**src/hw/rtl/mcit_pkg.sv**
```systemverilog
package mcit_pkg;

  // Table size and derived index width
  localparam int NUM_TIMERS = 16;
  localparam int IDX_W      = (NUM_TIMERS > 1) ? $clog2(NUM_TIMERS) : 1;

  // Field widths
  localparam int OP_W       = 4;
  localparam int ID_W       = 8;
  localparam int TIME_W     = 32;
  localparam int LIM_W      = 8;
  localparam int CNT_W      = 9;
  localparam int FID_W      = 4;
  localparam int KIND_W     = 2;
  localparam int IN_DATA_W  = 88;
  localparam int OUT_DATA_W = 48;

  // Operation codes
  localparam logic [OP_W-1:0] OP_TICK        = 4'd0;
  localparam logic [OP_W-1:0] OP_ARM         = 4'd1;
  localparam logic [OP_W-1:0] OP_SET_IVL     = 4'd2;
  localparam logic [OP_W-1:0] OP_CLEAR       = 4'd3;
  localparam logic [OP_W-1:0] OP_CLEAR_ALL   = 4'd4;
  localparam logic [OP_W-1:0] OP_RESTART     = 4'd5;
  localparam logic [OP_W-1:0] OP_RESTART_ALL = 4'd6;
  localparam logic [OP_W-1:0] OP_PAUSE       = 4'd7;
  localparam logic [OP_W-1:0] OP_PAUSE_ALL   = 4'd8;

  // Result kinds
  localparam logic [KIND_W-1:0] EV_STATUS = 2'd0;
  localparam logic [KIND_W-1:0] EV_FIRE   = 2'd1;
  localparam logic [KIND_W-1:0] EV_DONE   = 2'd2;

  // Controller to datapath
  typedef struct packed {
    logic             accept;       // input beat taken this cycle
    logic             fire_filter;  // filter entry due: snap and report
    logic             catch_start;  // catch-up entry due: first advance
    logic             catch_step;   // one more catch-up advance
    logic             catch_fire;   // write back catch-up time and report
    logic             done;         // report end of tick
    logic [IDX_W-1:0] idx;          // entry under walk
  } cmd_t;

  // Datapath to controller
  typedef struct packed {
    logic in_tick;   // pending input beat is a tick
    logic due;       // walked entry is active, running and due
    logic filter;    // walked entry is in filter mode
    logic more;      // catch-up may fire again
    logic out_free;  // output register can take a beat
  } sts_t;

endpackage

```
**src/hw/rtl/mcit_ctrl.sv**
```systemverilog
module mcit_ctrl (
  input  logic           clk,
  input  logic           rst,
  input  logic           s_tvalid,
  output logic           s_tready,
  input  mcit_pkg::sts_t sts,
  output mcit_pkg::cmd_t cmd
);
  import mcit_pkg::*;

  localparam logic [1:0] S_IDLE = 2'd0;
  localparam logic [1:0] S_WALK = 2'd1;
  localparam logic [1:0] S_STEP = 2'd2;
  localparam logic [1:0] S_DONE = 2'd3;

  localparam logic [IDX_W-1:0] IDX_LAST = IDX_W'(NUM_TIMERS - 1);

  logic [1:0]       state, state_next;
  logic [IDX_W-1:0] idx, idx_next;
  logic             advance;

  // Next-state and command decode
  always_comb begin
    state_next      = state;
    idx_next        = idx;
    advance         = 1'b0;
    cmd             = '0;
    cmd.idx         = idx;
    s_tready        = (state == S_IDLE) && sts.out_free;
    cmd.accept      = s_tvalid && s_tready;
    case (state)
      S_IDLE: begin
        if (cmd.accept && sts.in_tick) begin
          state_next = S_WALK;
          idx_next   = '0;
        end
      end
      S_WALK: begin
        if (!sts.due) begin
          advance = 1'b1;
        end else if (!sts.filter) begin
          cmd.catch_start = 1'b1;
          state_next      = S_STEP;
        end else if (sts.out_free) begin
          cmd.fire_filter = 1'b1;
          advance         = 1'b1;
        end
      end
      S_STEP: begin
        if (sts.more) begin
          cmd.catch_step = 1'b1;
        end else if (sts.out_free) begin
          cmd.catch_fire = 1'b1;
          advance        = 1'b1;
        end
      end
      S_DONE: begin
        if (sts.out_free) begin
          cmd.done   = 1'b1;
          state_next = S_IDLE;
        end
      end
      default: state_next = S_IDLE;
    endcase
    // Move to the next entry or finish the walk
    if (advance) begin
      if (idx == IDX_LAST) begin
        state_next = S_DONE;
      end else begin
        idx_next   = idx + 1'b1;
        state_next = S_WALK;
      end
    end
  end

  // State registers
  always_ff @(posedge clk) begin
    if (rst) begin
      state <= S_IDLE;
      idx   <= '0;
    end else begin
      state <= state_next;
      idx   <= idx_next;
    end
  end

  // A result is loaded only when the output register has room
  a_load_free: assert property (@(posedge clk) disable iff (rst)
    (cmd.fire_filter || cmd.catch_fire || cmd.done) |-> sts.out_free)
    else $error("result loaded into a full output register");

  // An accepted tick starts the walk at entry zero
  a_tick_walk: assert property (@(posedge clk) disable iff (rst)
    (cmd.accept && sts.in_tick) |=> (state == S_WALK && idx == '0))
    else $error("tick did not start the walk at entry zero");

  // No input is taken while a tick is in progress
  a_busy: assert property (@(posedge clk) disable iff (rst)
    (state != S_IDLE) |-> !cmd.accept)
    else $error("input accepted during a tick");

endmodule

```
**src/hw/rtl/mcit_dp.sv**
```systemverilog
module mcit_dp (
  input  logic                            clk,
  input  logic                            rst,
  input  mcit_pkg::cmd_t                  cmd,
  output mcit_pkg::sts_t                  sts,
  input  logic [mcit_pkg::IN_DATA_W-1:0]  s_tdata,
  input  logic [mcit_pkg::OP_W-1:0]       s_tuser,
  output logic                            m_tvalid,
  input  logic                            m_tready,
  output logic [mcit_pkg::OUT_DATA_W-1:0] m_tdata,
  output logic [mcit_pkg::KIND_W-1:0]     m_tuser,
  output logic                            m_tlast
);
  import mcit_pkg::*;

  localparam logic [ID_W:0] ID_LIM = (ID_W + 1)'(NUM_TIMERS);

  // Input fields
  logic [OP_W-1:0]   in_op;
  logic [ID_W-1:0]   in_id;
  logic [TIME_W-1:0] in_now;
  logic [TIME_W-1:0] in_ivl;
  logic              in_mode;
  logic [LIM_W-1:0]  in_extra;
  logic              in_pflag;

  assign in_op    = s_tuser;
  assign in_id    = s_tdata[7:0];
  assign in_now   = s_tdata[39:8];
  assign in_ivl   = s_tdata[71:40];
  assign in_mode  = s_tdata[72];
  assign in_extra = s_tdata[80:73];
  assign in_pflag = s_tdata[81];

  // Timer table
  logic              active [NUM_TIMERS];
  logic              paused [NUM_TIMERS];
  logic [TIME_W-1:0] period [NUM_TIMERS];
  logic [TIME_W-1:0] lf     [NUM_TIMERS];
  logic              filt   [NUM_TIMERS];
  logic [LIM_W-1:0]  lim    [NUM_TIMERS];

  // Tick working registers
  logic [TIME_W-1:0] now_q;
  logic [TIME_W-1:0] wl;
  logic [CNT_W-1:0]  cnt;
  logic [LIM_W-1:0]  k;

  // Output register
  logic [KIND_W-1:0] out_kind;
  logic              out_status;
  logic [FID_W-1:0]  out_id;
  logic [CNT_W-1:0]  out_cnt;
  logic [TIME_W-1:0] out_time;
  logic              out_last;

  logic [IDX_W-1:0]  tid;
  logic              id_ok, id_act, op_fail, op_load, load;
  logic [TIME_W-1:0] el_entry, el_work;

  // Single-entry operation checks
  assign tid    = in_id[IDX_W-1:0];
  assign id_ok  = {1'b0, in_id} < ID_LIM;
  assign id_act = id_ok && active[tid];

  always_comb begin
    case (in_op)
      OP_ARM:         op_fail = !(id_ok && !active[tid]);
      OP_SET_IVL,
      OP_CLEAR,
      OP_RESTART,
      OP_PAUSE:       op_fail = !id_act;
      OP_CLEAR_ALL,
      OP_RESTART_ALL,
      OP_PAUSE_ALL:   op_fail = 1'b0;
      default:        op_fail = 1'b1;
    endcase
  end

  // Due checks for the walked entry, modulo 2^32
  assign el_entry = now_q - lf[cmd.idx];
  assign el_work  = now_q - wl;

  assign sts.in_tick  = (in_op == OP_TICK);
  assign sts.due      = active[cmd.idx] && !paused[cmd.idx] && (el_entry >= period[cmd.idx]);
  assign sts.filter   = filt[cmd.idx];
  assign sts.more     = (k < lim[cmd.idx]) && (el_work >= period[cmd.idx]);
  assign sts.out_free = !m_tvalid || m_tready;

  // Active and pause bits
  always_ff @(posedge clk) begin
    if (rst) begin
      for (int i = 0; i < NUM_TIMERS; i++) begin
        active[i] <= 1'b0;
        paused[i] <= 1'b0;
      end
    end else if (cmd.accept) begin
      case (in_op)
        OP_ARM: begin
          if (id_ok && !active[tid]) begin
            active[tid] <= 1'b1;
            paused[tid] <= 1'b0;
          end
        end
        OP_CLEAR: begin
          if (id_act) begin
            active[tid] <= 1'b0;
            paused[tid] <= 1'b0;
          end
        end
        OP_CLEAR_ALL: begin
          for (int i = 0; i < NUM_TIMERS; i++) begin
            active[i] <= 1'b0;
            paused[i] <= 1'b0;
          end
        end
        OP_PAUSE: begin
          if (id_act) paused[tid] <= in_pflag;
        end
        OP_PAUSE_ALL: begin
          for (int i = 0; i < NUM_TIMERS; i++) begin
            if (active[i]) paused[i] <= in_pflag;
          end
        end
        default: ;
      endcase
    end
  end

  // Entry payload
  always_ff @(posedge clk) begin
    if (cmd.accept) begin
      case (in_op)
        OP_ARM: begin
          if (id_ok && !active[tid]) begin
            period[tid] <= in_ivl;
            lf[tid]     <= in_now;
            filt[tid]   <= in_mode;
            lim[tid]    <= in_extra;
          end
        end
        OP_SET_IVL: begin
          if (id_act) period[tid] <= in_ivl;
        end
        OP_CLEAR: begin
          if (id_act) begin
            period[tid] <= '0;
            lf[tid]     <= '0;
            filt[tid]   <= 1'b0;
            lim[tid]    <= '0;
          end
        end
        OP_CLEAR_ALL: begin
          for (int i = 0; i < NUM_TIMERS; i++) begin
            period[i] <= '0;
            lf[i]     <= '0;
            filt[i]   <= 1'b0;
            lim[i]    <= '0;
          end
        end
        OP_RESTART: begin
          if (id_act) lf[tid] <= in_now;
        end
        OP_RESTART_ALL: begin
          for (int i = 0; i < NUM_TIMERS; i++) begin
            if (active[i]) lf[i] <= in_now;
          end
        end
        default: ;
      endcase
    end
    if (cmd.fire_filter) lf[cmd.idx] <= now_q;
    if (cmd.catch_fire)  lf[cmd.idx] <= wl;
  end

  // Tick time and catch-up iteration
  always_ff @(posedge clk) begin
    if (cmd.accept) now_q <= in_now;
    if (cmd.catch_start) begin
      wl  <= lf[cmd.idx] + period[cmd.idx];
      cnt <= CNT_W'(1);
      k   <= '0;
    end else if (cmd.catch_step) begin
      wl  <= wl + period[cmd.idx];
      cnt <= cnt + 1'b1;
      k   <= k + 1'b1;
    end
  end

  // Output register
  assign op_load = cmd.accept && !sts.in_tick;
  assign load    = op_load || cmd.fire_filter || cmd.catch_fire || cmd.done;

  always_ff @(posedge clk) begin
    if (rst) begin
      m_tvalid <= 1'b0;
    end else if (load) begin
      m_tvalid <= 1'b1;
    end else if (m_tready) begin
      m_tvalid <= 1'b0;
    end
  end

  always_ff @(posedge clk) begin
    if (op_load) begin
      out_kind   <= EV_STATUS;
      out_status <= op_fail;
      out_id     <= '0;
      out_cnt    <= '0;
      out_time   <= '0;
      out_last   <= 1'b1;
    end else if (cmd.fire_filter || cmd.catch_fire) begin
      out_kind   <= EV_FIRE;
      out_status <= 1'b0;
      out_id     <= FID_W'(cmd.idx);
      out_cnt    <= cmd.fire_filter ? CNT_W'(1) : cnt;
      out_time   <= now_q;
      out_last   <= 1'b0;
    end else if (cmd.done) begin
      out_kind   <= EV_DONE;
      out_status <= 1'b0;
      out_id     <= '0;
      out_cnt    <= '0;
      out_time   <= now_q;
      out_last   <= 1'b1;
    end
  end

  assign m_tdata = {2'b00, out_time, out_cnt, out_id, out_status};
  assign m_tuser = out_kind;
  assign m_tlast = out_last;

endmodule

```
**src/hw/rtl/multi_channel_interval_timer.sv**
```systemverilog
// Multi-channel interval timer: a table of NUM_TIMERS periodic timers.
// Input channel s_*: one beat per operation, the code in s_tuser. Output
// channel m_*: result beats, kind in m_tuser, m_tlast on the final beat of
// each operation.
// Arm, set interval, clear, clear all, restart, restart all, pause and pause
// all each return one status beat, loaded into the output register in the
// cycle after the beat is taken. A tick walks the table one entry per cycle,
// except where a due entry waits for the output register or a catch-up
// entry holds the walk while the walk sequencer adds one period per cycle.
// Each due entry gives a fire beat, then a done beat closes the tick.
// The next beat is taken once the tick is finished and the output register
// is free or being drained.
// Reset clears every active and pause bit, which empties the table.
// When the receiver stalls, the result holds in the output register and the
// walk waits at the entry that wants to report.
module multi_channel_interval_timer (
  input  logic                            clk,
  input  logic                            rst,
  input  logic                            s_tvalid,
  output logic                            s_tready,
  // timer_id[7:0], now[39:8], interval[71:40], hit_mode[72],
  // extra_hits[80:73], pause_flag[81], zero fill
  input  logic [mcit_pkg::IN_DATA_W-1:0]  s_tdata,
  // operation[3:0]
  input  logic [mcit_pkg::OP_W-1:0]       s_tuser,
  output logic                            m_tvalid,
  input  logic                            m_tready,
  // status[0], fired_id[4:1], fire_count[13:5], fire_time[45:14], zero fill
  output logic [mcit_pkg::OUT_DATA_W-1:0] m_tdata,
  // event_kind[1:0]
  output logic [mcit_pkg::KIND_W-1:0]     m_tuser,
  output logic                            m_tlast
);
  import mcit_pkg::*;

  cmd_t cmd;
  sts_t sts;

  // Sequencer
  mcit_ctrl u_ctrl (
    .clk      (clk),
    .rst      (rst),
    .s_tvalid (s_tvalid),
    .s_tready (s_tready),
    .sts      (sts),
    .cmd      (cmd)
  );

  // Table and result path
  mcit_dp u_dp (
    .clk      (clk),
    .rst      (rst),
    .cmd      (cmd),
    .sts      (sts),
    .s_tdata  (s_tdata),
    .s_tuser  (s_tuser),
    .m_tvalid (m_tvalid),
    .m_tready (m_tready),
    .m_tdata  (m_tdata),
    .m_tuser  (m_tuser),
    .m_tlast  (m_tlast)
  );

endmodule

```
**config.mk**
```make
export PLATFORM = sky130hd
export DESIGN_NAME = multi_channel_interval_timer
export DESIGN_NICKNAME = d
export VERILOG_FILES = /design/src/hw/rtl/mcit_pkg.sv /design/src/hw/rtl/mcit_ctrl.sv /design/src/hw/rtl/mcit_dp.sv /design/src/hw/rtl/multi_channel_interval_timer.sv
export SDC_FILE = /design/constraint.sdc
export NUM_CORES = 2
export LEC_CHECK = 0
export ABC_AREA = 1
export BUFFER_PORTS_ARGS = -buffer_cell sky130_fd_sc_hd__buf_2
export CAP_MARGIN = 20
export CORE_AREA = 2 2 395 397
export CTS_CLUSTER_SIZE = 20
export DETAILED_ROUTE_END_ITERATION = 6
export DIE_AREA = 0 0 397 399
export PLACE_DENSITY = 0.7
export RECOVER_POWER = 25
export SKIP_CTS_REPAIR_TIMING = 1
export SYNTH_ARGS = -nofsm -noshare
export SYNTH_HDL_FRONTEND = slang
export SYNTH_SLANG_ARGS = --single-unit
```
**constraint.sdc**
```tcl
create_clock -name clk -period 8.6 [get_ports clk]
set_input_delay 1.72 -clock clk [delete_from_list [all_inputs] [get_ports clk]]
set_output_delay 1.72 -clock clk [all_outputs]
set_load 0.05 [all_outputs]
```
# == After elaboration in Yosys (flattened, before gate mapping) ==
# Memory sizes are Yosys's and may differ from the RTL's. A register that Yosys moved wholly into a read port is not among the register bits.
# Index checks and enable logic that the tools add are counted.
# word_totals
ramBits,1200
output_inout_bits,53
in_bits,96
mem_count,6
reg_bits,137
# op_classes
n_lt_le_gt_ge,4
n_mux,303
addsub,7
bitwise_logic,74
reduce_logical,38
eq_ne,16
# memory_table
memory,words,word_bits,read_ports,rd_ports_with_merged_regs,wr,line_no,source
u_dp.lf,16,32,1,1,16,mcit_dp.sv:39,logic [TIME_W-1:0] lf [NUM_TIMERS];
u_dp.period,16,32,1,1,16,mcit_dp.sv:38,logic [TIME_W-1:0] period [NUM_TIMERS];
u_dp.lim,16,8,1,1,16,mcit_dp.sv:41,logic [LIM_W-1:0] lim [NUM_TIMERS];
u_dp.active,16,1,18,1,16,mcit_dp.sv:36,logic active [NUM_TIMERS];
u_dp.filt,16,1,1,1,16,mcit_dp.sv:40,logic filt [NUM_TIMERS];
u_dp.paused,16,1,1,1,16,mcit_dp.sv:37,logic paused [NUM_TIMERS];
# op_table
op,n
32-bit 2-to-1 mux,28
1-bit 2-to-1 mux,239
32-bit OR reduction,3
4-bit 2-to-1 mux,19
1-bit bitwise OR,74
32-bit adder,2
32-bit greater-or-equal comparator,2
32-bit subtractor,2
9-bit 2-to-1 mux,3
2-bit 2-to-1 mux,9
4-bit by 3-bit equality test with 1-bit output (second input constant),4
8-bit 2-to-1 mux,2
9-bit by 1-bit adder with 9-bit output (second input constant),1
1-bit logical AND,9
8-bit by 1-bit adder with 8-bit output (second input constant),1
4-bit by 2-bit equality test with 1-bit output (second input constant),2
4-bit equality test (second input constant),2
8-bit by 5-bit less-than comparator with 1-bit output (second input constant),1
8-bit less-than comparator,1
8-bit OR reduction,1
1-bit logical NOT,6
3-bit by 1-bit != test with 1-bit output (second input constant),2
2-bit case mux with 3 select lines,1
2-bit nonzero test,3
18 further kinds,25

# == Logic depth before layout (Yosys ltp) ==
# An unclocked memory read counts as a cell.
# depth
word_depth,12
mapped_depth,54
mapped_depth_nobuf,48

# == Modules after synthesis ==
# Synthesis repeated with hierarchy kept, for this count alone.
# hier_totals
cells_unflattened,9069
area_unflattened_um2,69243.9
# modules_own_cells
module,cells_per_inst,area_each_um2,seq_area_each_um2,instances
mcit_dp,8983,68689.6,32741.4,1
mcit_ctrl,86,554.3,120.1,1

# == Worst setup path after synthesis ==
# OpenSTA, ideal clock, no wires.
# synth_path
kind,register to register
startpoint,register u_ctrl.idx[0]
endpoint,"memory u_dp.lf[7][0], enable pin"
n_path_buf,8
setup_slack_ns,-0.172
arrival_ns,8.307
setup_ns,0.466
path_stages_with_launch,41
path_cell_list,dfxtp_1 buf_4 buf_6 buf_4 buf_2 buf_2 clkbuf_1 clkbuf_1 nor2_1 o22ai_1 nand2_1 nand3_1 ha_1 inv_1 fa_1 nand3_1 nand2_1 a21oi_1 [5 not listed] a21oi_1 o21ai_0 a21oi_1 xor2_1 ha_1 nand2_1 nor2_1 nor3b_1 and3_1 nand4_1 nand3_1 nand4_4 nand2_4 buf_4 o21ai_0 nor2_1 nand2_1 o21ai_0
# synth_rtl
item,line_no,source
"start, declared",mcit_ctrl.sv:19,"logic [IDX_W-1:0] idx, idx_next;"
"start signal, assigned",mcit_ctrl.sv:83,idx <= idx_next;
"end, declared",mcit_dp.sv:39,

==> impl_metrics.json <==
{
  "r2r_end": "u_dp.wl[30]$_DFFE_PP_",
  "setup_viol": 0,
  "slew_headroom": -1.10,
  "drv_cap": 11,
  "grt_pass1_vias": 59600,
  "violations": "max-capacitance violations, max-slew violations",
  "tightest_slew_ns": 3.15,
  "ios": 149,
  "synthArstFlopShare": 0,
  "drt_iter0_drc": 7969,
  "dr_wl_met3_um": 23300,
  "irDropWorstVdd_mv": 0.213,
  "post-route-period-util": 0.954,
  "worstPathMaxFanout": 64,
  "switching_power_mw": 3.82,
  "cts-buffers-inserted": 142,
  "yosys_warnings": 0,
  "max_freq_mhz": 122,
  "route.detailed.drc": 0,
  "hold-path-endpoint": "u_dp.lim[9][4]$_SDFFE_PP0P_",
  "wirelength_um": 237000,
  "synthCells": 8445,
  "hold_depth": 2,
  "synth_area_um2": 68800,
  "nets": 8713,
  "layout.cells.non_filler": 10600,
  "regToRegStartpoint": "u_ctrl.idx[1]$_SDFF_PP0_",
  "portBuffers": 140,
  "ys_seq_area_frac": 0.477,
  "cts.htree.levels": 4,
  "status": "complete, but fails checks",
  "clock_sinks": 1337,
  "power.density_nw_per_um2": 190,
  "p_clk_frac": 0.425,
  "yosysTopAreaCellShare": 0.266,
  "synth_cell_types": 56,
  "p_comb_frac": 0.102,
  "leakagePower_nw": 31.5,
  "gr-total-overflow": 0,
  "synth_top_cell_by_area": "edfxtp_1",
  "internal-power_mw": 10.9,
  "path_class": "in -> reg",
  "seqPwrFrac": 0.473,
  "wire_per_inst_um": 22.3,
  "clockRootBuffer": "clkbuf_16",
  "drv_slew": 652,
  "core_area_um2": 154000,
  "cts_tree": "yes",
  "grt_max_degree": 214,
  "clk_path_buf_depth": 3,
  "hold_viol": 0,
  "clkLatencyLatePin_ns": 0.80,
  "synthToLayoutAreaGrowth_pct": 12.7,
  "skew_ns": 0.0539,
  "rrSetupSlack_ns": 0.44,
  "antenna_found_initial": 16,
  "postSynthAreaPerCell_um2": 8.15,
  "sw_frac_of_total": 0.259,
  "worstHoldStart": "u_dp.lim[9][4]$_SDFFE_PP0P_",
  "fin_util": 0.505,
  "firstDrtPassIters": 6,
  "grt_pass1_wl_um": 355000,
  "synth-main-ff-cell": "dfxtp_1",
  "grtUsageTotal": 0.289,
  "die_h_um": 399,
  "cp.required_ns": 9.30,
  "die-width_um": 397,
  "synthTopCellsByArea": "edfxtp_1 (27%), dfxtp_1 (21%), o21ai_0 (8.8%)",
  "viasPerCell": 6.01,
  "wl_met1_um": 93600,
  "die-area_um2": 158000,
  "hp-class": "reg -> reg",
  "clk_transition_reported_paths_ns": 0.06,
  "hpwlAfterDp_um": 147000,
  "rows": 144,
  "fin_crit_ns": 8.20,
  "critPathLaunchType": "input port",
  "top_layer": "met5",
  "dp.cells": 10300,
  "end_kind": "flop",
  "initial_core_util": 0.448,
  "arrival_ns": 8.90,
  "vias": 63700,
  "wl_met2_um": 108000,
  "synth_edf_count": 609,
  "drive_gt1_frac": 0.0950,
  "gp_congestion": 0.997,
  "drtAntennaViolNets": 0,
  "r2r_cells": 46,
  "ys_ff_latch": 1337
}
final cells by class:
type / instances / area [µm²]
fillers: 14100 / 76100
flip-flops and latches: 1337 / 32900
multi-input cells: 5906 / 31400
repair buffers: 553 / 4130
clock buffers: 195 / 4030
well taps: 2044 / 2560
inverters: 497 / 1910
clock inverters: 66 / 711
diodes: 12 / 30.0
placed cells by master, fill, tap and decap left out, types with 21 or more instances in the layout:
cell,Yosys,layout
a211oi_1,426,426
a21oi_1,492,488
a31oi_1,39,31
buf_12,1,31
buf_2,110,56
buf_4,20,357
clkbuf_1,499,118
clkbuf_16,0,146
clkinv_1,11,33
clkinv_2,0,29
dfxtp_1,728,725
edfxtp_1,609,609
ha_1,177,176
inv_1,451,462
nand2_1,1345,1348
nand3_1,397,392
nor2_1,1101,1096
nor3_1,55,45
o211ai_1,94,94
o21ai_0,1204,1192
o21ai_1,27,21
o21ai_4,30,44
o221ai_1,102,102
o22ai_1,178,178
xnor2_1,32,32
xor2_1,56,56
logic make-up after synthesis:
group	count (synthesis)	share of synthesized area
compound gates	2684	0.233
xor+xnor	88	0.0112
fa+ha+maj	180	0.0330
buf+inv	1203	0.0733
flops	1337	0.477
other cells	1	0.0000545
simple gates	2952	0.172
critical path, cell delays in order:
cell and delay, ns:
clkbuf_1 0.22, nor2_1 0.17, nor2_1 0.48, nand2_1 0.67, inv_1 0.31, clkbuf_1 2.24, nand2_1 0.19, nand2_1 0.34
inv_1 0.19, nand2_1 0.46, nand2_1 0.12, clkinv_1 0.07, clkbuf_2 1.26, o21ai_0 0.23, a21oi_1 0.19
synthesized netlist by cell type (7+ instances only):
cell type	instances
a211oi_1	426
a21boi_0	10
a21o_1	9
a21oi_1	492
a221oi_1	21
a22o_1	15
a31oi_1	39
buf_1	38
buf_2	110
buf_4	20
buf_6	36
clkbuf_1	499
clkinv_1	11
dfxtp_1	728
edfxtp_1	609
ha_1	177
inv_1	451
inv_2	34
nand2_1	1345
nand2_2	7
nand3_1	397
nand3_2	7
nand4_1	16
nor2_1	1101
nor3_1	55
nor4_1	7
o211ai_1	94
o21a_1	9
o21ai_0	1204
o21ai_1	27
o21ai_4	30
o221ai_1	102
o22ai_1	178
o32ai_1	7
xnor2_1	32
xor2_1	56
power by group through the flow:
stage	logic (mW)	registers [mW]	clock network (mW)
floorplan	0.962	7.12	0
finish	1.51	6.98	6.27
detailed placement	1.47	7.11	0
global route	1.67	6.99	6.55
CTS	1.48	6.98	6.30
global placement	1.42	7.11	0
state kept, by name (all words and copies together) (netlist names), 9 cells and up:
| signal | flops |
|---|---|
| u_dp.lf | 512 |
| u_dp.period | 512 |
| u_dp.lim | 128 |
| u_dp.now_q | 32 |
| u_dp.out_time | 32 |
| u_dp.wl | 32 |
| u_dp.active | 16 |
| u_dp.filt | 16 |
| u_dp.paused | 16 |
| u_dp.cnt | 9 |
| u_dp.out_cnt | 9 |
how the worst max path moves through the flow:
stage | startpoint | end | slack, ns | depth (start not counted)
final | m_tready | u_dp.period[6][23]$_SDFFE_PP0P_ | 0.40 | 15
after global routing | u_ctrl.idx[1]$_SDFF_PP0_ | u_dp.wl[27]$_DFFE_PP_ | -0.03 | 50
after CTS | u_ctrl.idx[0]$_SDFF_PP0_ | u_dp.wl[26]$_DFFE_PP_ | -0.25 | 52
after detailed placement | u_ctrl.idx[0]$_SDFF_PP0_ | u_dp.wl[26]$_DFFE_PP_ | -0.24 | 52
after global placement | u_ctrl.idx[0]$_SDFF_PP0_ | u_dp.wl[26]$_DFFE_PP_ | -0.13 | 51
after floorplan | u_ctrl.idx[0]$_SDFF_PP0_ | u_dp.wl[26]$_DFFE_PP_ | 0.22 | 52
through the flow:
| step | power [mW] | hold slack, ns | instance area, µm² | TNS [ns] | setup slack (ns) |
|---|---|---|---|---|---|
| after floorplan | 8.08 | 0.429 | 68900 | 0 | 0.215 |
| after global placement | 8.52 | 0.439 | 72800 | -0.538 | -0.129 |
| after detailed placement | 8.58 | 0.446 | 72800 | -1.19 | -0.241 |
| after CTS | 14.8 | 0.455 | 77500 | -1.38 | -0.249 |
| after global routing | 15.2 | 0.470 | 77600 | -0.0942 | -0.0330 |
| final | 14.8 | 0.453 | 77600 | 0 | 0.395 |
layer usage:
layer  GRT usage  vias up
met5           0        -
met4       0.145        2
met3      0.0496      658
met2       0.462     3516
met1       0.377    30000
li1            -    29500
Note: power is estimated with default switching activity, not from simulation.
